--- src/rtl/iirc_pkg.sv ---
// ----------------------------------------------------------------------------
// iirc_pkg
// Shared types, constants and the control store of the biquad cascade.
// ----------------------------------------------------------------------------
package iirc_pkg;

  localparam int SECTIONS     = 2;
  localparam int FRAC_BITS    = 14;
  localparam int SAMPLE_WIDTH = 32;

  localparam int WORD_W    = 32;
  localparam int CFG_IDX_W = 3;
  localparam int COEF_W    = WORD_W + 1;
  localparam int PROD_W    = COEF_W + SAMPLE_WIDTH;
  localparam int SEC_W     = (SECTIONS > 1) ? $clog2(SECTIONS) : 1;
  localparam int PC_W      = 4;

  typedef logic signed [WORD_W-1:0]       word_t;
  typedef logic signed [SAMPLE_WIDTH-1:0] sample_t;
  typedef logic signed [COEF_W-1:0]       coef_op_t;
  typedef logic signed [PROD_W-1:0]       prod_t;
  typedef logic [SEC_W-1:0]               sec_t;
  typedef logic [PC_W-1:0]                pc_t;
  typedef logic [CFG_IDX_W-1:0]           cfg_idx_t;

  localparam cfg_idx_t REG_B0 = cfg_idx_t'(0);
  localparam cfg_idx_t REG_B1 = cfg_idx_t'(1);
  localparam cfg_idx_t REG_B2 = cfg_idx_t'(2);
  localparam cfg_idx_t REG_A1 = cfg_idx_t'(3);
  localparam cfg_idx_t REG_A2 = cfg_idx_t'(4);
  localparam cfg_idx_t REG_LO = cfg_idx_t'(5);
  localparam cfg_idx_t REG_HI = cfg_idx_t'(6);

  localparam word_t LO_RESET = word_t'(64'shFFFF_FFFF_8000_0000);
  localparam word_t HI_RESET = word_t'(64'sh0000_0000_7FFF_FFFF);

  typedef enum logic [2:0] {
    OP_IDLE,
    OP_CHECK,
    OP_MUL,
    OP_LAST,
    OP_EMIT
  } op_t;

  typedef enum logic [2:0] {
    SEL_B0,
    SEL_B1,
    SEL_B2,
    SEL_A1,
    SEL_A2
  } sel_t;

  typedef enum logic [1:0] {
    ACC_HOLD,
    ACC_CLEAR,
    ACC_ADD
  } acc_t;

  typedef enum logic [2:0] {
    JMP_NEXT,
    JMP_WAIT_IN,
    JMP_RANGE,
    JMP_SECTION,
    JMP_WAIT_OUT
  } jmp_t;

  typedef struct packed {
    op_t  op;
    sel_t sel;
    acc_t acc;
    jmp_t jmp;
    pc_t  target;
  } ucode_t;

  typedef struct packed {
    logic in_req;
    logic out_free;
    logic out_of_range;
  } seq_status_t;

  typedef struct packed {
    word_t b0;
    word_t b1;
    word_t b2;
    word_t a1;
    word_t a2;
    word_t lo;
    word_t hi;
  } coef_t;

  localparam pc_t PC_IDLE = pc_t'(0);
  localparam pc_t PC_LOOP = pc_t'(1);
  localparam pc_t PC_EMIT = pc_t'(8);

  // one section is steps 1..7; the last step loops back or falls to emit
  function automatic ucode_t ucode_rom(input pc_t pc);
    ucode_t uc;
    case (pc)
      pc_t'(0): uc = '{OP_IDLE,  SEL_B0, ACC_HOLD,  JMP_WAIT_IN,  PC_IDLE};
      pc_t'(1): uc = '{OP_CHECK, SEL_B0, ACC_HOLD,  JMP_RANGE,    PC_EMIT};
      pc_t'(2): uc = '{OP_MUL,   SEL_B0, ACC_CLEAR, JMP_NEXT,     PC_IDLE};
      pc_t'(3): uc = '{OP_MUL,   SEL_B1, ACC_ADD,   JMP_NEXT,     PC_IDLE};
      pc_t'(4): uc = '{OP_MUL,   SEL_B2, ACC_ADD,   JMP_NEXT,     PC_IDLE};
      pc_t'(5): uc = '{OP_MUL,   SEL_A1, ACC_ADD,   JMP_NEXT,     PC_IDLE};
      pc_t'(6): uc = '{OP_MUL,   SEL_A2, ACC_ADD,   JMP_NEXT,     PC_IDLE};
      pc_t'(7): uc = '{OP_LAST,  SEL_B0, ACC_HOLD,  JMP_SECTION,  PC_EMIT};
      pc_t'(8): uc = '{OP_EMIT,  SEL_B0, ACC_HOLD,  JMP_WAIT_OUT, PC_IDLE};
      default:  uc = '{OP_IDLE,  SEL_B0, ACC_HOLD,  JMP_WAIT_OUT, PC_IDLE};
    endcase
    return uc;
  endfunction

endpackage

--- src/rtl/iirc_seq.sv ---
// ----------------------------------------------------------------------------
// iirc_seq
// Step counter, section counter and jump logic over the control store.
// ----------------------------------------------------------------------------
module iirc_seq (
  input  logic                 clk,
  input  logic                 rst,
  input  iirc_pkg::seq_status_t status,
  output iirc_pkg::ucode_t     uc,
  output iirc_pkg::sec_t       sec
);

  iirc_pkg::pc_t  pc;
  iirc_pkg::pc_t  pc_next;
  iirc_pkg::sec_t sec_next;
  logic           last_sec;

  assign uc       = iirc_pkg::ucode_rom(pc);
  assign last_sec = (sec == iirc_pkg::sec_t'(iirc_pkg::SECTIONS - 1));

  always_comb begin
    pc_next  = pc;
    sec_next = sec;
    case (uc.jmp)
      iirc_pkg::JMP_NEXT: begin
        pc_next = pc + iirc_pkg::pc_t'(1);
      end
      iirc_pkg::JMP_WAIT_IN: begin
        if (status.in_req) begin
          pc_next  = pc + iirc_pkg::pc_t'(1);
          sec_next = '0;
        end
      end
      iirc_pkg::JMP_RANGE, iirc_pkg::JMP_SECTION: begin
        if (uc.jmp == iirc_pkg::JMP_RANGE && !status.out_of_range) begin
          pc_next = pc + iirc_pkg::pc_t'(1);
        end else if (last_sec) begin
          pc_next = uc.target;
        end else begin
          pc_next  = iirc_pkg::PC_LOOP;
          sec_next = sec + iirc_pkg::sec_t'(1);
        end
      end
      iirc_pkg::JMP_WAIT_OUT: begin
        if (status.out_free) begin
          pc_next = uc.target;
        end
      end
      default: begin
        pc_next = iirc_pkg::PC_IDLE;
      end
    endcase
  end

  always_ff @(posedge clk) begin
    if (rst) begin
      pc  <= iirc_pkg::PC_IDLE;
      sec <= '0;
    end else begin
      pc  <= pc_next;
      sec <= sec_next;
    end
  end

endmodule

--- src/rtl/iirc_dp.sv ---
// ----------------------------------------------------------------------------
// iirc_dp
// Shared multiplier, accumulator, limit check and per-section delay lines.
// ----------------------------------------------------------------------------
module iirc_dp (
  input  logic                  clk,
  input  logic                  rst,
  input  iirc_pkg::ucode_t      uc,
  input  iirc_pkg::sec_t        sec,
  input  iirc_pkg::coef_t       cfg,
  input  logic                  in_req,
  input  iirc_pkg::word_t       sample_in,
  output logic                  out_of_range,
  output iirc_pkg::sample_t     v,
  output logic                  err
);

  iirc_pkg::sample_t  x1 [iirc_pkg::SECTIONS];
  iirc_pkg::sample_t  x2 [iirc_pkg::SECTIONS];
  iirc_pkg::sample_t  y1 [iirc_pkg::SECTIONS];
  iirc_pkg::sample_t  y2 [iirc_pkg::SECTIONS];

  iirc_pkg::prod_t    prod;
  iirc_pkg::sample_t  acc;
  iirc_pkg::sample_t  term;
  iirc_pkg::sample_t  sum;
  iirc_pkg::word_t    v_ext;
  iirc_pkg::coef_op_t coef_op;
  iirc_pkg::sample_t  mul_op;

  assign v_ext        = iirc_pkg::word_t'(v);
  assign out_of_range = (v_ext < $signed(cfg.lo)) || (v_ext > $signed(cfg.hi));

  // floor shift of the registered product, wrapped to sample width
  assign term = $signed(prod[iirc_pkg::FRAC_BITS +: iirc_pkg::SAMPLE_WIDTH]);
  assign sum  = acc + term;

  always_comb begin
    case (uc.sel)
      iirc_pkg::SEL_B0: begin
        coef_op = iirc_pkg::coef_op_t'($signed(cfg.b0));
        mul_op  = v;
      end
      iirc_pkg::SEL_B1: begin
        coef_op = iirc_pkg::coef_op_t'($signed(cfg.b1));
        mul_op  = x1[sec];
      end
      iirc_pkg::SEL_B2: begin
        coef_op = iirc_pkg::coef_op_t'($signed(cfg.b2));
        mul_op  = x2[sec];
      end
      iirc_pkg::SEL_A1: begin
        // negated before the product, so the floor matches -a * y
        coef_op = -iirc_pkg::coef_op_t'($signed(cfg.a1));
        mul_op  = y1[sec];
      end
      iirc_pkg::SEL_A2: begin
        coef_op = -iirc_pkg::coef_op_t'($signed(cfg.a2));
        mul_op  = y2[sec];
      end
      default: begin
        coef_op = '0;
        mul_op  = '0;
      end
    endcase
  end

  always_ff @(posedge clk) begin
    prod <= coef_op * mul_op;
    case (uc.acc)
      iirc_pkg::ACC_CLEAR: acc <= '0;
      iirc_pkg::ACC_ADD:   acc <= sum;
      default:             acc <= acc;
    endcase
    case (uc.op)
      iirc_pkg::OP_IDLE: begin
        if (in_req) begin
          v   <= iirc_pkg::sample_t'(sample_in[iirc_pkg::SAMPLE_WIDTH-1:0]);
          err <= 1'b0;
        end
      end
      iirc_pkg::OP_CHECK: begin
        if (out_of_range) begin
          v   <= '0;
          err <= 1'b1;
        end
      end
      iirc_pkg::OP_LAST: begin
        v <= sum;
      end
      default: begin
      end
    endcase
  end

  always_ff @(posedge clk) begin
    if (rst) begin
      for (int i = 0; i < iirc_pkg::SECTIONS; i++) begin
        x1[i] <= '0;
        x2[i] <= '0;
        y1[i] <= '0;
        y2[i] <= '0;
      end
    end else if (uc.op == iirc_pkg::OP_LAST) begin
      x2[sec] <= x1[sec];
      x1[sec] <= v;
      y2[sec] <= y1[sec];
      y1[sec] <= sum;
    end
  end

endmodule

--- src/rtl/fixed_point_iir_cascade.sv ---
// ----------------------------------------------------------------------------
// fixed_point_iir_cascade
// Cascade of direct-form-I biquad sections on one shared multiplier.
// ----------------------------------------------------------------------------
// Input channel: in_valid / in_stall with sample_in. A request is taken when
// in_valid is high and in_stall is low; in_stall stays high while a sample is
// being filtered.
// Output channel: out_valid / out_stall with sample_out and range_error. The
// result sits in an output register and holds while out_stall is high.
// Config channel: cfg_valid / cfg_ready with cfg_index and cfg_data; always
// ready, to be written only while no sample is in flight.
// Sequence: each section runs the limit check, five products through the one
// multiplier, then the final add and delay update; a section whose input is
// out of limits runs the limit check only. A result is registered in the
// emit step after the last section, and the next request is taken once the
// sequencer is back in idle. The multiplier takes one product per cycle.
// A stalled result holds the sequencer in the emit step; no new sample is
// taken meanwhile, and the input waits until the output register frees up.
// Reset clears all delay lines, loads the reset coefficients and limits and
// empties the output register.
// ----------------------------------------------------------------------------
module fixed_point_iir_cascade (
  input  logic                     clk,
  input  logic                     rst,
  input  logic                     in_valid,
  output logic                     in_stall,
  input  iirc_pkg::word_t          sample_in,
  output logic                     out_valid,
  input  logic                     out_stall,
  output iirc_pkg::word_t          sample_out,
  output logic                     range_error,
  input  logic                     cfg_valid,
  output logic                     cfg_ready,
  input  iirc_pkg::cfg_idx_t       cfg_index,
  input  iirc_pkg::word_t          cfg_data
);

  iirc_pkg::coef_t       cfg;
  iirc_pkg::ucode_t      uc;
  iirc_pkg::sec_t        sec;
  iirc_pkg::seq_status_t status;
  iirc_pkg::sample_t     v;
  logic                  err;
  logic                  out_of_range;
  logic                  in_req;
  logic                  out_free;
  logic                  out_load;

  assign cfg_ready = 1'b1;
  assign in_stall  = (uc.op != iirc_pkg::OP_IDLE);
  assign in_req    = in_valid && !in_stall;
  assign out_free  = !out_valid || !out_stall;
  assign out_load  = (uc.op == iirc_pkg::OP_EMIT) && out_free;

  assign status.in_req       = in_req;
  assign status.out_free     = out_free;
  assign status.out_of_range = out_of_range;

  iirc_seq u_seq (
    .clk    (clk),
    .rst    (rst),
    .status (status),
    .uc     (uc),
    .sec    (sec)
  );

  iirc_dp u_dp (
    .clk          (clk),
    .rst          (rst),
    .uc           (uc),
    .sec          (sec),
    .cfg          (cfg),
    .in_req       (in_req),
    .sample_in    (sample_in),
    .out_of_range (out_of_range),
    .v            (v),
    .err          (err)
  );

  always_ff @(posedge clk) begin
    if (rst) begin
      cfg.b0 <= '0;
      cfg.b1 <= '0;
      cfg.b2 <= '0;
      cfg.a1 <= '0;
      cfg.a2 <= '0;
      cfg.lo <= iirc_pkg::LO_RESET;
      cfg.hi <= iirc_pkg::HI_RESET;
    end else if (cfg_valid && cfg_ready) begin
      case (cfg_index)
        iirc_pkg::REG_B0: cfg.b0 <= cfg_data;
        iirc_pkg::REG_B1: cfg.b1 <= cfg_data;
        iirc_pkg::REG_B2: cfg.b2 <= cfg_data;
        iirc_pkg::REG_A1: cfg.a1 <= cfg_data;
        iirc_pkg::REG_A2: cfg.a2 <= cfg_data;
        iirc_pkg::REG_LO: cfg.lo <= cfg_data;
        iirc_pkg::REG_HI: cfg.hi <= cfg_data;
        default: begin
        end
      endcase
    end
  end

  always_ff @(posedge clk) begin
    if (rst) begin
      out_valid <= 1'b0;
    end else if (out_load) begin
      out_valid <= 1'b1;
    end else if (!out_stall) begin
      out_valid <= 1'b0;
    end
  end

  always_ff @(posedge clk) begin
    if (out_load) begin
      sample_out  <= iirc_pkg::word_t'(v);
      range_error <= err;
    end
  end

endmodule

--- config.mk ---
export PLATFORM = sky130hd
export DESIGN_NAME = fixed_point_iir_cascade
export DESIGN_NICKNAME = d
export VERILOG_FILES = /design/src/rtl/iirc_pkg.sv /design/src/rtl/iirc_seq.sv /design/src/rtl/iirc_dp.sv /design/src/rtl/fixed_point_iir_cascade.sv
export SDC_FILE = /design/constraint.sdc
export NUM_CORES = 2
export LEC_CHECK = 0
export BUFFER_PORTS_ARGS = -buffer_cell sky130_fd_sc_hd__buf_2
export CORE_MARGIN = 1
export CORE_UTILIZATION = 55
export DETAILED_ROUTE_END_ITERATION = 12
export GPL_TIMING_DRIVEN = 0
export PLACE_DENSITY = 0.68
export SYNTH_ARGS = -nofsm -noshare
export SYNTH_HDL_FRONTEND = slang
export SYNTH_SLANG_ARGS = --single-unit
--- constraint.sdc ---
create_clock -name clk -period 31.4 [get_ports clk]
set_clock_uncertainty 0.2 [all_clocks]
set_input_delay 6.28 -clock clk [delete_from_list [all_inputs] [get_ports clk]]
set_output_delay 6.28 -clock clk [all_outputs]
set_load 0.05 [all_outputs]
# Word level (Yosys, flattened, before mapping)
# Memory sizes are Yosys's and may differ from the RTL's. A register that Yosys moved wholly into a read port is not among the register bits.
# Cells that the tools add are included.
# totals
regBits	374
ramBits	256
rom_bits	192
output_inout_bits	36
wordCells	134
memories	5
# op_classes
n_addsub	5
mul	1
magnitude_cmp	2
n_eq_ne	25
n_mux	46
n_reduce_logical	34
# mem_list
name	depth	word_bits	read_ports	rd_ports_with_merged_regs	wr	line_no	text
(no name shown)	16	12	1	1	0	iirc_pkg.sv:98	case (pc)
u_dp.x1	2	32	1	1	2	iirc_dp.sv:18	iirc_pkg::sample_t x1 [iirc_pkg::SECTIONS];
u_dp.x2	2	32	1	1	2	iirc_dp.sv:19	iirc_pkg::sample_t x2 [iirc_pkg::SECTIONS];
u_dp.y1	2	32	1	1	2	iirc_dp.sv:20	iirc_pkg::sample_t y1 [iirc_pkg::SECTIONS];
u_dp.y2	2	32	1	1	2	iirc_dp.sv:21	iirc_pkg::sample_t y2 [iirc_pkg::SECTIONS];
# ops
cell	n
32-bit two-way mux	6
33-bit case mux with 5 select lines	1
32-bit case mux with 5 select lines	1
32-bit OR reduction	4
32-bit case mux with 3 select lines	1
32-bit negator with 33-bit output	2
32-bit case mux with 2 select lines	1
33-bit by 32-bit multiplier with 46-bit output	1
32-bit adder	1
32-bit greater-than comparator	1
32-bit < comparator	1
1-bit two-way mux	27
4-bit two-way mux	6
3-bit by 2-bit == test with 1-bit output (second input constant)	7
3-bit == test (second input constant)	6
4-bit case mux with 4 select lines	1
2-bit AND reduction	8
3-bit by 1-bit == test with 1-bit output (second input constant)	4
3-bit logical NOT	4
2-bit inequality test (second input constant)	5
3-bit AND reduction	3
2-bit nonzero test	3
3-bit nonzero test	2
4-bit by 1-bit adder with 4-bit output (second input constant)	1
9 further kinds	16

# Depth between registers and ports, before layout
# logic_depth
word_depth	8
ltp_mapped	40

# Modules after synthesis
# A second synthesis with hierarchy kept.
# unflattened
cells_unflattened	5864
hier_area_um2	57691.6
# modules_own_cells
mod	instances	cells_per_inst	area_per_inst_um2
iirc_dp	1	4940	47171.5
fixed_point_iir_cascade	1	849	9810.7
iirc_seq	1	75	709.4

# Least setup slack after synthesis
# OpenSTA, ideal clock, no wires.
# synth_timing
path_kind	input to register
startpoint	in rst
endpoint	mem u_dp.x1[0][0] (netlist bit) (enable)
arrival_ps	9998
required_ps	30691
path_slack_ps	20692
path_stages	3
cell_sequence	or4b_2 > clkbuf_1 > nand2b_1
# synth_lines
element	line_no	text
from (decl)	fixed_point_iir_cascade.sv:24	input logic rst,
to (decl)	iirc_dp.sv:18	

# Final worst setup path
# layout_timing
startpoint	reg u_seq.uc[9] (netlist name)
endpoint	reg u_dp.prod[44]
# layout_between
elab_chain_len	3
elab_cells_between_ends	8
classes_between	mul: 1; eq/ne: 4; mux: 2; reduce/logical: 1
# layout_lines
element	line_no	text
3-bit == test (tied with other cells)	iirc_dp.sv:39	case (uc.sel)
33-bit case mux with 5 select lines / 32-bit case mux with 5 select lines (equally long branches)	iirc_dp.sv:39	
33-bit by 32-bit multiplier with 46-bit output *	iirc_dp.sv:69	prod <= coef_op * mul_op;
to (signal assigned)	iirc_dp.sv:69	
to (decl)	iirc_dp.sv:23	iirc_pkg::prod_t prod;
# Mark *: on every way between the ends. The rest lies on a longest branch, timed or not.
# A chain may end at the register's enable or synchronous reset.

==> summary.md <==
| Metric | Value |
|---|---|
| Status | `finished with violations` |
| Failing checks | `max-capacitance violations, max-slew violations` |
| Element type at the critical path start | `flop` |
| Post-synth top area cell | `fa_1` |
| Pwr Density | `81.8 nW/um^2` |
| CP max FO | `10` |
| Crit path top cell by count | `fa_1` |
| Drt pass-1 iters | `5` |
| Async set-reset flop share out of synthesis | `0%` |
| Number of global-route vias before repair | `44,091` |
| I/O pins | `108` |
| Total GRT Usage | `37.8%` |
| Hpwl dp | `156,000 um` |
| Via density | `5.78` |
| Seq cells post-synth | `627` |
| Global-route wire length before repair | `282,000 um` |
| Fillers | `8,846` |
| Initial antenna violation count | `5` |
| Netlist cell types | `79` |
| CTS buffer count | `69` |
| Hold buffer count at CTS | `0` |
| Crit path DAT | `14.48 ns` |
| Synth Instances | `5,991` |
| Initial Utilization | `55.8%` |
| Clock root buffer | `clkbuf_16` |
| Final min period | `14.17 ns` |
| Grt total ovfl | `0` |
| Worst-Margin Slew | `1.55 ns` |
| Clock-pin slew on the worst setup and hold paths | `0.06 ns` |
| Via count | `43,974` |
| Design area | `61,100 um^2` |
| Area grow syn2layout | `8.78%` |
| Synth top area cells | `fa_1 (29%), edfxtp_1 (19%), dfxtp_1 (9.7%), inv_1 (6.0%), nand2_1 (5.8%)` |
| Clock buffer depth | `3` |
| CTS tree | `yes` |
| Commonest non-fill, non-tap cell in the layout | `inv_1` |
| Average size of a mapped cell | `9.37 um^2` |
| Post-synth EDFFs | `354` |
| PostCTS Resize Cnt | `0` |
| Maximum clock rate | `0.0705 GHz` |
| Antenna Violating Nets Remaining | `0` |
| Placed inst area | `58,800 um^2` |
| Tcrit/Tclk final | `45.1%` |
| Final setup fails | `0` |
| Crit-path max cell delay | `1.23 ns` |
| Total Power | `5.00 mW` |
| Worst-Skew Late Latency | `0.64 ns` |
| Sequential area share after synthesis | `28.7%` |
| GP Congestion | `1.03` |
| Die width | `322 um` |
| Routed WL per cell | `25.2 um` |
| Nets@finish | `7,322` |
| Ys flop type | `edfxtp_1` |
| Crit. End Element | `flop` |
| Unrepaired setup endpoints after global routing | `no` |
| Most frequent cells in the layout | `inv_1 (903), nand2_1 (870), nor2_1 (816), fa_1 (800), edfxtp_1 (354)` |
| CTS Sinks | `627` |
| Post-Syn Nets | `7,123` |
| Rel. slew slack | `-3.44%` |
| 1st-iter DRT viols | `4,379` |
| Post CTS Setup Buffer Count | `0` |
| Slowest library cell on the worst path | `a21boi_1` |
| Core area | `101,000 um^2` |
| Area of the multi-input gates | `35,600 um^2` |
| Total leakage power | `26.9 nW` |
| Pins Over Slew Limit | `26` |
| Layout cells sized above 1 | `5.70%` |
| Die Height | `322 um` |
| Drt total wl | `192,000 um` |
| Cell row count | `116` |
| Seq. cell area | `16,100 um^2` |
| I/O Buffers | `106` |
| Worst VDD drop | `0.0831 mV` |
| H-Tree Level Count | `3` |
| Largest net degree at the start of global routing | `64` |
| Synth Cell Area | `56,100 um^2` |
| Hold/Removal Path Class | `reg2reg` |
| Fin. Hold Viols | `0` |
| Max Cap Viol | `6` |
| Remaining DRCs | `0` |
| Yosys Warn Count | `0` |
| Die area | `103,000 um^2` |
| Setup TNS | `0 ns` |
| Post-synth top area share | `28.5%` |
| Worst Path Class, Setup | `reg2reg` |
| CP Data Required Time | `31.71 ns` |
Yosys cell counts, drive strengths merged, types with 20 or more instances:
| library cell | number |
|---|---|
| nor2b | 27 |
| and3 | 20 |
| mux2i | 143 |
| o22ai | 32 |
| ha | 260 |
| fa | 800 |
| nand2b | 77 |
| dfxtp | 273 |
| nor3 | 31 |
| buf | 37 |
| o21ai | 102 |
| nand3b | 36 |
| mux2 | 23 |
| and2 | 93 |
| inv | 904 |
| nand2 | 871 |
| xnor2 | 110 |
| or2 | 43 |
| edfxtp | 354 |
| a21o | 56 |
| a21oi | 295 |
| clkbuf | 269 |
| a211oi | 22 |
| nand3 | 31 |
| nor2 | 817 |
| xor2 | 52 |
routing by layer:
layer / vias up / GRT usage [%] / share of wire [%]
li1: 19231 / - / -
met1: 22140 / 48.2 / 38
met2: 2097 / 60.0 / 46
met3: 504 / 6.78 / 8.7
met4: 2 / 23.3 / 7.3
met5: - / 0 / 0.0057
cell families (layout without fill, tap and decap cells):
logic type               after synthesis  in the layout  share of synthesized area (%)
buffers and inverters               1210           1465                           8.13
multiplexers                         166            166                           3.01
other                                  1              7                        0.00668
AO/OA/AOI/OAI                        629            629                           6.84
flip-flops                           627            627                           28.7
XOR/XNOR                             162            162                           2.54
adder cells (fa/ha/maj)             1060           1060                           34.3
AND/OR/NAND/NOR                     2136           2136                           16.5
metrics by stage:
step	setup WS [ns]	hold WS, ns	util (%)	instances
3_3_place_gp	16.92	0.206	58.0	7454
3_5_place_dp	17.46	0.226	58.5	7476
6_report	17.23	0.244	60.7	7609
2_1_floorplan	20.69	0.200	-	5991
5_1_grt	17.03	0.254	60.7	7604
4_1_cts	17.45	0.246	60.7	7603
critical path, delay by kind of cell (launching register included):
kind | cells | cell delay [ns]
AO/OA/AOI/OAI | 11 | 3.91
XOR/XNOR | 1 | 0.36
adder cells (fa/ha/maj) | 9 | 3.71
buffers and inverters | 12 | 3.98
flip-flops | 1 | 0.30
AND/OR/NAND/NOR | 3 | 1.52
power breakdown:
group / switching (mW) / internal, mW / leakage (nW) / total, mW
logic: 2.07 / 1.00 / 20.0 / 3.07
registers: 0.112 / 0.998 / 5.80 / 1.11
clock network: 0.345 / 0.470 / 1.10 / 0.815
flip-flops by register name, summed over array words and instances (netlist names), named ones only:
register	flops
cfg	224
u_dp.x1	64
u_dp.x2	64
u_dp.y1	64
u_dp.y2	64
sample_out	32
u_dp.acc	32
u_dp.prod	32
u_dp.v	32
u_seq.uc	10
u_seq.pc	4
out_valid	1
range_error	1
u_dp.err	1
u_seq.sec	1
final cells by class:
cell class	count	share of cell area (%)
multi-input cells	4154	58.3
flip-flops and latches	627	26.4
inverters	904	5.56
clock buffers	107	3.28
well taps	1357	2.78
plain buffers	306	1.92
repair buffers	128	1.38
clock inverters	20	0.418
diodes	6	0.0246
path summary, 6_finish.rpt:
kind              slack [ns]       endpoint        start  cells past startpoint
hold reg to reg         0.24    range_error     u_dp.err                      0
hold / removal          0.24    range_error     u_dp.err                      0
setup / recovery       17.23  u_dp.prod[44]  u_seq.uc[9]                     36
setup reg to reg       17.23  u_dp.prod[44]  u_seq.uc[9]                     36
Power figures use the tool's default switching activity.
